`src/rtl/core/mcw_pkg.sv`:
```
// ----------------------------------------------------------------------------
// mcw_pkg
// shared constants and types of the miss-count watchdog
// ----------------------------------------------------------------------------
package mcw_pkg;

   localparam int NUM_CHANNELS_DEF = 4;
   localparam int MAX_CHANNELS     = 4;

   localparam int CMD_W     = 2;
   localparam int CHAN_W    = 2;
   localparam int TIME_W    = 32;
   localparam int TIMEOUT_W = 16;
   localparam int GAP_W     = 8;
   localparam int COUNT_W   = 8;
   localparam int CSR_IDX_W = 3;
   localparam int CSR_DATA_W = 16;

   // commands
   localparam logic [CMD_W-1:0] CMD_KICK  = 2'd0;
   localparam logic [CMD_W-1:0] CMD_STOP  = 2'd1;
   localparam logic [CMD_W-1:0] CMD_CHECK = 2'd2;

   // register indexes
   localparam logic [CSR_IDX_W-1:0] REG_TIMEOUT0   = 3'd0;
   localparam logic [CSR_IDX_W-1:0] REG_CHECK_GAP  = 3'd4;
   localparam logic [CSR_IDX_W-1:0] REG_MISS_LIMIT = 3'd5;

   // reset values
   localparam logic [TIMEOUT_W-1:0] TIMEOUT_RST = 16'd60;
   localparam logic [GAP_W-1:0]     GAP_RST     = 8'd3;
   localparam logic [COUNT_W-1:0]   LIMIT_RST   = 8'd3;
   localparam logic [COUNT_W-1:0]   COUNT_MAX   = 8'd255;

   // per-channel strobes for one transaction
   typedef struct packed {
      logic              kick;
      logic              stop;
      logic              check;
      logic [TIME_W-1:0] now;
   } chan_ctl_type;

endpackage

```
`src/rtl/core/mcw_channel.sv`:
```
// ----------------------------------------------------------------------------
// mcw_channel
// one watched channel: last kick time, miss counter and expiry test
// ----------------------------------------------------------------------------
module mcw_channel (
   input  logic                                clock,
   input  logic                                reset,
   input  mcw_pkg::chan_ctl_type               ctl,
   input  logic [mcw_pkg::TIMEOUT_W-1:0]       timeout,
   input  logic [mcw_pkg::COUNT_W-1:0]         limit,
   output logic                                expired
);

   logic [mcw_pkg::TIME_W-1:0]  last_kick_ff, last_kick_in;
   logic [mcw_pkg::COUNT_W-1:0] miss_count_ff, miss_count_in;
   logic                        started;
   logic                        idle_hit;
   logic [mcw_pkg::TIME_W-1:0]  idle_time;

   assign started   = (last_kick_ff != '0);
   assign idle_time = ctl.now - last_kick_ff;
   // a kick in the future means not idle
   assign idle_hit  = (ctl.now >= last_kick_ff) &&
                      (idle_time >= {{(mcw_pkg::TIME_W-mcw_pkg::TIMEOUT_W){1'b0}}, timeout});

   always_comb begin
      last_kick_in  = last_kick_ff;
      miss_count_in = miss_count_ff;
      if (ctl.kick) begin
         last_kick_in = ctl.now;
      end else if (ctl.stop) begin
         last_kick_in = '0;
      end
      if (ctl.check && started) begin
         if (!idle_hit) begin
            miss_count_in = '0;
         end else if (miss_count_ff != mcw_pkg::COUNT_MAX) begin
            miss_count_in = miss_count_ff + 1'b1;
         end
      end
   end

   assign expired = ctl.check && started && (miss_count_in >= limit);

   always_ff @(posedge clock) begin
      if (reset) begin
         last_kick_ff  <= '0;
         miss_count_ff <= '0;
      end else begin
         last_kick_ff  <= last_kick_in;
         miss_count_ff <= miss_count_in;
      end
   end

endmodule

```
`src/rtl/core/multi_channel_miss_count_watchdog.sv`:
```
// ----------------------------------------------------------------------------
// multi_channel_miss_count_watchdog
// software watchdog over several channels with per-channel miss counters
// ----------------------------------------------------------------------------
//   channel   ports                    moves
//   request   req_valid / req_stall    cmd, channel, now_sec
//   response  rsp_valid / rsp_stall    time_error, check_ran, mask, fire, latch
//   csr       csr_write_enable         csr_index, csr_data (write only)
//
// one transaction per cycle sustained while the response is not stalled; an accepted
//   request passes through the request register into the response register
// the evaluate stage (per-channel subtract and compare) sets the rate
// sync reset clears all watchdog state and config to defaults, no sweep
// a stalled response holds the evaluate stage; the request register then
//   fills and req_stall rises
// ----------------------------------------------------------------------------
module multi_channel_miss_count_watchdog #(
   parameter int NUM_CHANNELS = mcw_pkg::NUM_CHANNELS_DEF
) (
   input  logic                              clock,
   input  logic                              reset,
   // request channel
   input  logic                              req_valid,
   output logic                              req_stall,
   input  logic [mcw_pkg::CMD_W-1:0]         req_cmd,
   input  logic [mcw_pkg::CHAN_W-1:0]        req_channel,
   input  logic [mcw_pkg::TIME_W-1:0]        req_now_sec,
   // response channel
   output logic                              rsp_valid,
   input  logic                              rsp_stall,
   output logic                              rsp_time_error,
   output logic                              rsp_check_ran,
   output logic [mcw_pkg::MAX_CHANNELS-1:0]  rsp_expired_mask,
   output logic                              rsp_fire,
   output logic                              rsp_fired_latched,
   // configuration
   input  logic                              csr_write_enable,
   input  logic [mcw_pkg::CSR_IDX_W-1:0]     csr_index,
   input  logic [mcw_pkg::CSR_DATA_W-1:0]    csr_data
);

   // ---------------- configuration registers ----------------
   logic [mcw_pkg::TIMEOUT_W-1:0] timeout_ff [NUM_CHANNELS];
   logic [mcw_pkg::GAP_W-1:0]     check_gap_ff;
   logic [mcw_pkg::COUNT_W-1:0]   miss_limit_ff;
   logic [mcw_pkg::COUNT_W-1:0]   eff_limit;

   always_ff @(posedge clock) begin
      if (reset) begin
         check_gap_ff  <= mcw_pkg::GAP_RST;
         miss_limit_ff <= mcw_pkg::LIMIT_RST;
      end else if (csr_write_enable) begin
         if (csr_index == mcw_pkg::REG_CHECK_GAP) begin
            check_gap_ff <= csr_data[mcw_pkg::GAP_W-1:0];
         end
         if (csr_index == mcw_pkg::REG_MISS_LIMIT) begin
            miss_limit_ff <= csr_data[mcw_pkg::COUNT_W-1:0];
         end
      end
   end

   // a zero limit behaves as one
   assign eff_limit = (miss_limit_ff == '0) ? mcw_pkg::COUNT_W'(1) : miss_limit_ff;

   // ---------------- request register ----------------
   logic                          s1_valid_ff, s1_valid_in;
   logic [mcw_pkg::CMD_W-1:0]     s1_cmd_ff;
   logic [mcw_pkg::CHAN_W-1:0]    s1_channel_ff;
   logic [mcw_pkg::TIME_W-1:0]    s1_now_ff;
   logic                          load_s1;
   logic                          advance;
   logic                          rsp_valid_ff, rsp_valid_in;

   // evaluate when the response register is empty or being drained
   assign advance   = s1_valid_ff && (!rsp_valid_ff || !rsp_stall);
   assign req_stall = s1_valid_ff && !advance;
   assign load_s1   = req_valid && !req_stall;

   always_comb begin
      s1_valid_in = s1_valid_ff;
      if (load_s1) begin
         s1_valid_in = 1'b1;
      end else if (advance) begin
         s1_valid_in = 1'b0;
      end
   end

   always_ff @(posedge clock) begin
      if (reset) begin
         s1_valid_ff <= 1'b0;
      end else begin
         s1_valid_ff <= s1_valid_in;
      end
   end

   // payload, no reset
   always_ff @(posedge clock) begin
      if (load_s1) begin
         s1_cmd_ff     <= req_cmd;
         s1_channel_ff <= req_channel;
         s1_now_ff     <= req_now_sec;
      end
   end

   // ---------------- evaluate ----------------
   logic [mcw_pkg::TIME_W-1:0] last_check_ff, last_check_in;
   logic                       has_fired_ff, has_fired_in;
   logic                       time_ok;
   logic                       do_kick, do_stop, do_check;
   logic                       gap_pass;
   logic [NUM_CHANNELS-1:0]    expired_vec;
   logic                       fire;

   assign time_ok  = (s1_now_ff != '0);
   // 33-bit compare so the gap sum cannot wrap
   assign gap_pass = ({1'b0, s1_now_ff} >
                      ({1'b0, last_check_ff} +
                       {{(mcw_pkg::TIME_W+1-mcw_pkg::GAP_W){1'b0}}, check_gap_ff}));

   always_comb begin
      do_kick  = 1'b0;
      do_stop  = 1'b0;
      do_check = 1'b0;
      if (advance && time_ok) begin
         case (s1_cmd_ff)
            mcw_pkg::CMD_KICK:  do_kick  = 1'b1;
            mcw_pkg::CMD_STOP:  do_stop  = 1'b1;
            mcw_pkg::CMD_CHECK: do_check = gap_pass;
            default:            ; // unused command does nothing
         endcase
      end
   end

   // one channel unit per watched channel, all evaluated in parallel
   for (genvar i = 0; i < NUM_CHANNELS; i++) begin : g_chan
      mcw_pkg::chan_ctl_type ctl;
      logic                  sel;

      assign sel       = (s1_channel_ff == mcw_pkg::CHAN_W'(i));
      assign ctl.kick  = do_kick && sel;
      assign ctl.stop  = do_stop && sel;
      assign ctl.check = do_check;
      assign ctl.now   = s1_now_ff;

      always_ff @(posedge clock) begin
         if (reset) begin
            timeout_ff[i] <= mcw_pkg::TIMEOUT_RST;
         end else if (csr_write_enable &&
                      (csr_index == mcw_pkg::REG_TIMEOUT0 + mcw_pkg::CSR_IDX_W'(i))) begin
            timeout_ff[i] <= csr_data[mcw_pkg::TIMEOUT_W-1:0];
         end
      end

      mcw_channel u_chan (
         .clock   (clock),
         .reset   (reset),
         .ctl     (ctl),
         .timeout (timeout_ff[i]),
         .limit   (eff_limit),
         .expired (expired_vec[i])
      );
   end

   // fire only on the first check that sees any expiry
   assign fire         = do_check && (expired_vec != '0) && !has_fired_ff;
   assign has_fired_in = has_fired_ff || fire;
   assign last_check_in = do_check ? s1_now_ff : last_check_ff;

   always_ff @(posedge clock) begin
      if (reset) begin
         last_check_ff <= '0;
         has_fired_ff  <= 1'b0;
      end else begin
         last_check_ff <= last_check_in;
         has_fired_ff  <= has_fired_in;
      end
   end

   // ---------------- response register ----------------
   logic                             rsp_time_error_ff;
   logic                             rsp_check_ran_ff;
   logic [mcw_pkg::MAX_CHANNELS-1:0] rsp_mask_ff;
   logic                             rsp_fire_ff;
   logic                             rsp_latched_ff;

   always_comb begin
      rsp_valid_in = rsp_valid_ff && rsp_stall;
      if (advance) begin
         rsp_valid_in = 1'b1;
      end
   end

   always_ff @(posedge clock) begin
      if (reset) begin
         rsp_valid_ff <= 1'b0;
      end else begin
         rsp_valid_ff <= rsp_valid_in;
      end
   end

   always_ff @(posedge clock) begin
      if (advance) begin
         rsp_time_error_ff <= !time_ok;
         rsp_check_ran_ff  <= do_check;
         rsp_mask_ff       <= mcw_pkg::MAX_CHANNELS'(expired_vec);
         rsp_fire_ff       <= fire;
         rsp_latched_ff    <= has_fired_in;
      end
   end

   assign rsp_valid         = rsp_valid_ff;
   assign rsp_time_error    = rsp_time_error_ff;
   assign rsp_check_ran     = rsp_check_ran_ff;
   assign rsp_expired_mask  = rsp_mask_ff;
   assign rsp_fire          = rsp_fire_ff;
   assign rsp_fired_latched = rsp_latched_ff;

endmodule

```
`config.mk`:
```
export PLATFORM = sky130hd
export DESIGN_NAME = multi_channel_miss_count_watchdog
export DESIGN_NICKNAME = d
export VERILOG_FILES = /design/src/rtl/core/mcw_pkg.sv /design/src/rtl/core/mcw_channel.sv /design/src/rtl/core/multi_channel_miss_count_watchdog.sv
export SDC_FILE = /design/constraint.sdc
export NUM_CORES = 1
export LEC_CHECK = 0
export BUFFER_PORTS_ARGS = -buffer_cell sky130_fd_sc_hd__buf_2
export CAP_MARGIN = 20
export CORE_MARGIN = 4
export CORE_UTILIZATION = 45
export CTS_CLUSTER_SIZE = 30
export DETAILED_ROUTE_END_ITERATION = 8
export GPL_ROUTABILITY_DRIVEN = 0
export HOLD_SLACK_MARGIN = 0.1
export SLEW_MARGIN = 20
export SYNTH_ARGS = -nofsm -noshare
export SYNTH_HDL_FRONTEND = slang
export SYNTH_SLANG_ARGS = --single-unit
```
`constraint.sdc`:
```
create_clock -name clock -period 14.35 [get_ports clock]
set_clock_uncertainty 0.1 [all_clocks]
set_input_delay 0.7175 -clock clock [delete_from_list [all_inputs] [get_ports clock]]
set_output_delay 0.7175 -clock clock [all_outputs]
set_load 0.02 [all_outputs]
```
==> key figures <==
Synth
  – Synth async-reset ratio: 0%
  – Netlist cell types: 94
  – Mapped Cells: 2994
  – Top-area cell type share of the netlist area: 17.4%
  – Yosys Warn Count: 0
  – Most common flop cell mapped by yosys: dfxtp_1
  – Synthesized flop and latch total: 319
  – Syn_nets: 3327
  – Mean Syn Cell Area: 8.10 sq um
  – Post-synth EDFFs: 108
  – Synth cell count leaders: 390 x nand2_1, 297 x a21oi_1, 268 x ha_1
  – Sequential-to-total area share from yosys stat: 30.8%
  – Count leader, synth: nand2_1
  – Top cells by area, synth: dfxtp_1 17%, ha_1 14%, edfxtp_1 13%, a21oi_1 6.1%, nand2_1 6.0%
  – Synth Cell Area: 24300 sq um
  – Synth area leader: dfxtp_1

Critical path
  – CP max stage delay: 910 ps
  – Crit-path slowest cell: edfxtp_1
  – Critical Path End Type: flip-flop
  – Max FO, Critical Path: 14
  – Worst path required time: 14690 ps
  – CP Launch Type: flip-flop
  – Kind of critical path: reg2reg
  – Critical path data arrival time: 9240 ps

Route
  – Via density: 6.04
  – DRT iter0 DRCs: 2248
  – DRC: 0
  – Routed WL: 83.0 mm
  – DRT antenna net count: 0
  – Wire per inst: 22.1 um
  – First drt pass iteration count: 9
  – Via count: 22700

Clock network
  – Cts repair resizes: 0
  – CTS buffer count: 37
  – Reg clk slew, reported paths: 60 ps
  – Clock Latency Late Sink: 550 ps
  – Post-CTS Setup Bufs: 0
  – CTS max path bufs: 3
  – H-tree levels: 2
  – Clock sinks: 319
  – CTS tree: yes
  – Hold buffer count at cts: 0
  – Clock root buffer: clkbuf_16

Timing
  – Worst slew pin tran: 1150 ps
  – Final Hold Vio Count: 0
  – Final Setup Violations: 0
  – Max Fclk: 0.112 GHz
  – RSZ-0062 raised after global routing: false
  – Min Tclk post-route: 8900 ps
  – Max-slew violation count: 0
  – Max-slew headroom: 22.5%
  – Setup TNS: 0 ps
  – Period utilization: 62.0%

GRT
  – Global route overflow: 0
  – Pin count of the biggest net entering global routing: 106
  – Antenna violations before repair: 11
  – Number of global-route vias before repair: 21800
  – First-pass GRT wire length: 125 mm
  – Total GRT Usage: 27.9%

Pwr
  – P_sw: 716 uW
  – Worst VDD drop: 92.8 uV
  – Pwr dens: 90.0 nW/um^2
  – Clk pwr share: 39.1%
  – Gate power share: 19.6%
  – Total power: 2390 uW
  – Pleak: 0.0102 uW
  – Sw frac: 30.0%
  – Sequential power share: 41.3%
  – Int Pwr: 1670 uW

Finish
  – Layout Nets: 3369
  – Fraction of layout cells with a size suffix above 1: 6.53%
  – Final core occ: 50.1%
  – Area Overhead vs Synth: 9.50%

Die
  – Die height: 240 um
  – I/O Pins: 70
  – Effective utilization at floorplan: 45.8%
  – Core ar.: 53000 sq um
  – # rows: 84
  – Die X: 240 um
  – Die ar.: 57700 sq um

Flow run
  – Max cap viols: 0

Placed design
  – # port buffers: 69
  – DP HPWL: 63.0 mm

Outcome
  – Status: complete, no violations

Hold path
  – Hold Crit Class: in2reg
==> power groups by stage <==
stage | logic (uW) | registers, uW | clock network (uW)
6_report | 469 | 987 | 934
3_3_place_gp | 447 | 1000 | 0
5_1_grt | 512 | 988 | 987
3_5_place_dp | 457 | 1000 | 0
2_1_floorplan | 310 | 995 | 0
4_1_cts | 460 | 986 | 951
==> flip-flops by register name (all words and copies together) (netlist names), 2 cells and up <==
signal	count
check_gap_ff	8
g_chan.u_chan.last_kick_ff	128
g_chan.u_chan.miss_count_ff	32
last_check_ff	32
miss_limit_ff	8
rsp_expired_mask	4
s1_channel_ff	2
s1_cmd_ff	2
s1_now_ff	32
timeout_ff	64
==> cell usage in the layout, fill, tap and decap left out, types with 24 or more instances in the layout <==
master / instances
o21ai_0: 94
and2_1: 62
nand3_1: 59
nor4_1: 52
o21bai_1: 24
nor3_1: 45
nor2_1: 218
inv_1: 248
xor2_1: 69
o211ai_1: 24
nand2b_1: 37
buf_2: 68
clkbuf_16: 37
buf_4: 32
or3_1: 32
o21a_1: 36
a31oi_1: 24
a21oi_1: 297
nor2b_1: 57
edfxtp_1: 108
ha_1: 268
nand2_1: 389
mux2i_1: 78
a21o_1: 88
nand4_1: 77
dfxtp_1: 211
xnor2_1: 61
==> logic make-up (layout without fill, tap and decap cells) <==
family,after synthesis,in the layout,share of synthesized area (%)
compound gates,732,732,19.2
xor+xnor,130,130,4.69
fa+ha+maj,273,273,14.2
buf+inv,349,417,5.50
flops,319,319,30.8
mux,81,81,3.36
other cells,0,2,0
simple gates,1110,1110,22.2
==> worst max-delay path: cells and delay by family (launching register included) <==
| family | cells | cell delay [ps] |
|---|---|---|
| DFF | 1 | 910 |
| xor gates and xnor gates | 1 | 220 |
| and+or+nand+nor | 12 | 2220 |
| adders and majority gates | 3 | 890 |
| AOI/OAI and AO/OA | 14 | 4440 |
==> worst paths after layout <==
kind,from,to,slack [ps],depth (start not counted)
setup reg to reg,s1_now_ff[1],has_fired_ff,5450,30
hold / removal,req_now_sec[17],s1_now_ff[17],240,1
hold reg to reg,check_gap_ff[6],check_gap_ff[6],370,2
setup / recovery,s1_now_ff[1],has_fired_ff,5450,30
==> metrics by stage <==
stage | area (sq um) | hold WS (ps) | setup slack (ps) | instances
final | 26600 | 244 | 5450 | 3752
after global routing | 26600 | 224 | 4990 | 3750
after CTS | 26500 | 214 | 5640 | 3749
after detailed placement | 25300 | 359 | 5700 | 3684
after global placement | 25300 | 351 | 5780 | 3684
after floorplan | 24300 | 336 | 7700 | 2994
==> routing by layer <==
metal	part of all wire, %	routed length, um	track usage, %
met5	0	0	0
met4	5.8	4810	14.1
met3	7.7	6390	4.03
met2	45	37600	45.5
met1	41	34200	36.4
==> final cells by class <==
cell class,instances,area (sq um)
fillers,5168,26400
multi-input cells,2326,15500
diodes,2,5.00
flip-flops and latches,319,7470
repair buffers,103,618
well taps,688,861
clock inverters,17,158
inverters,249,935
clock buffers,48,1030
(Power assumes the default switching activity.)
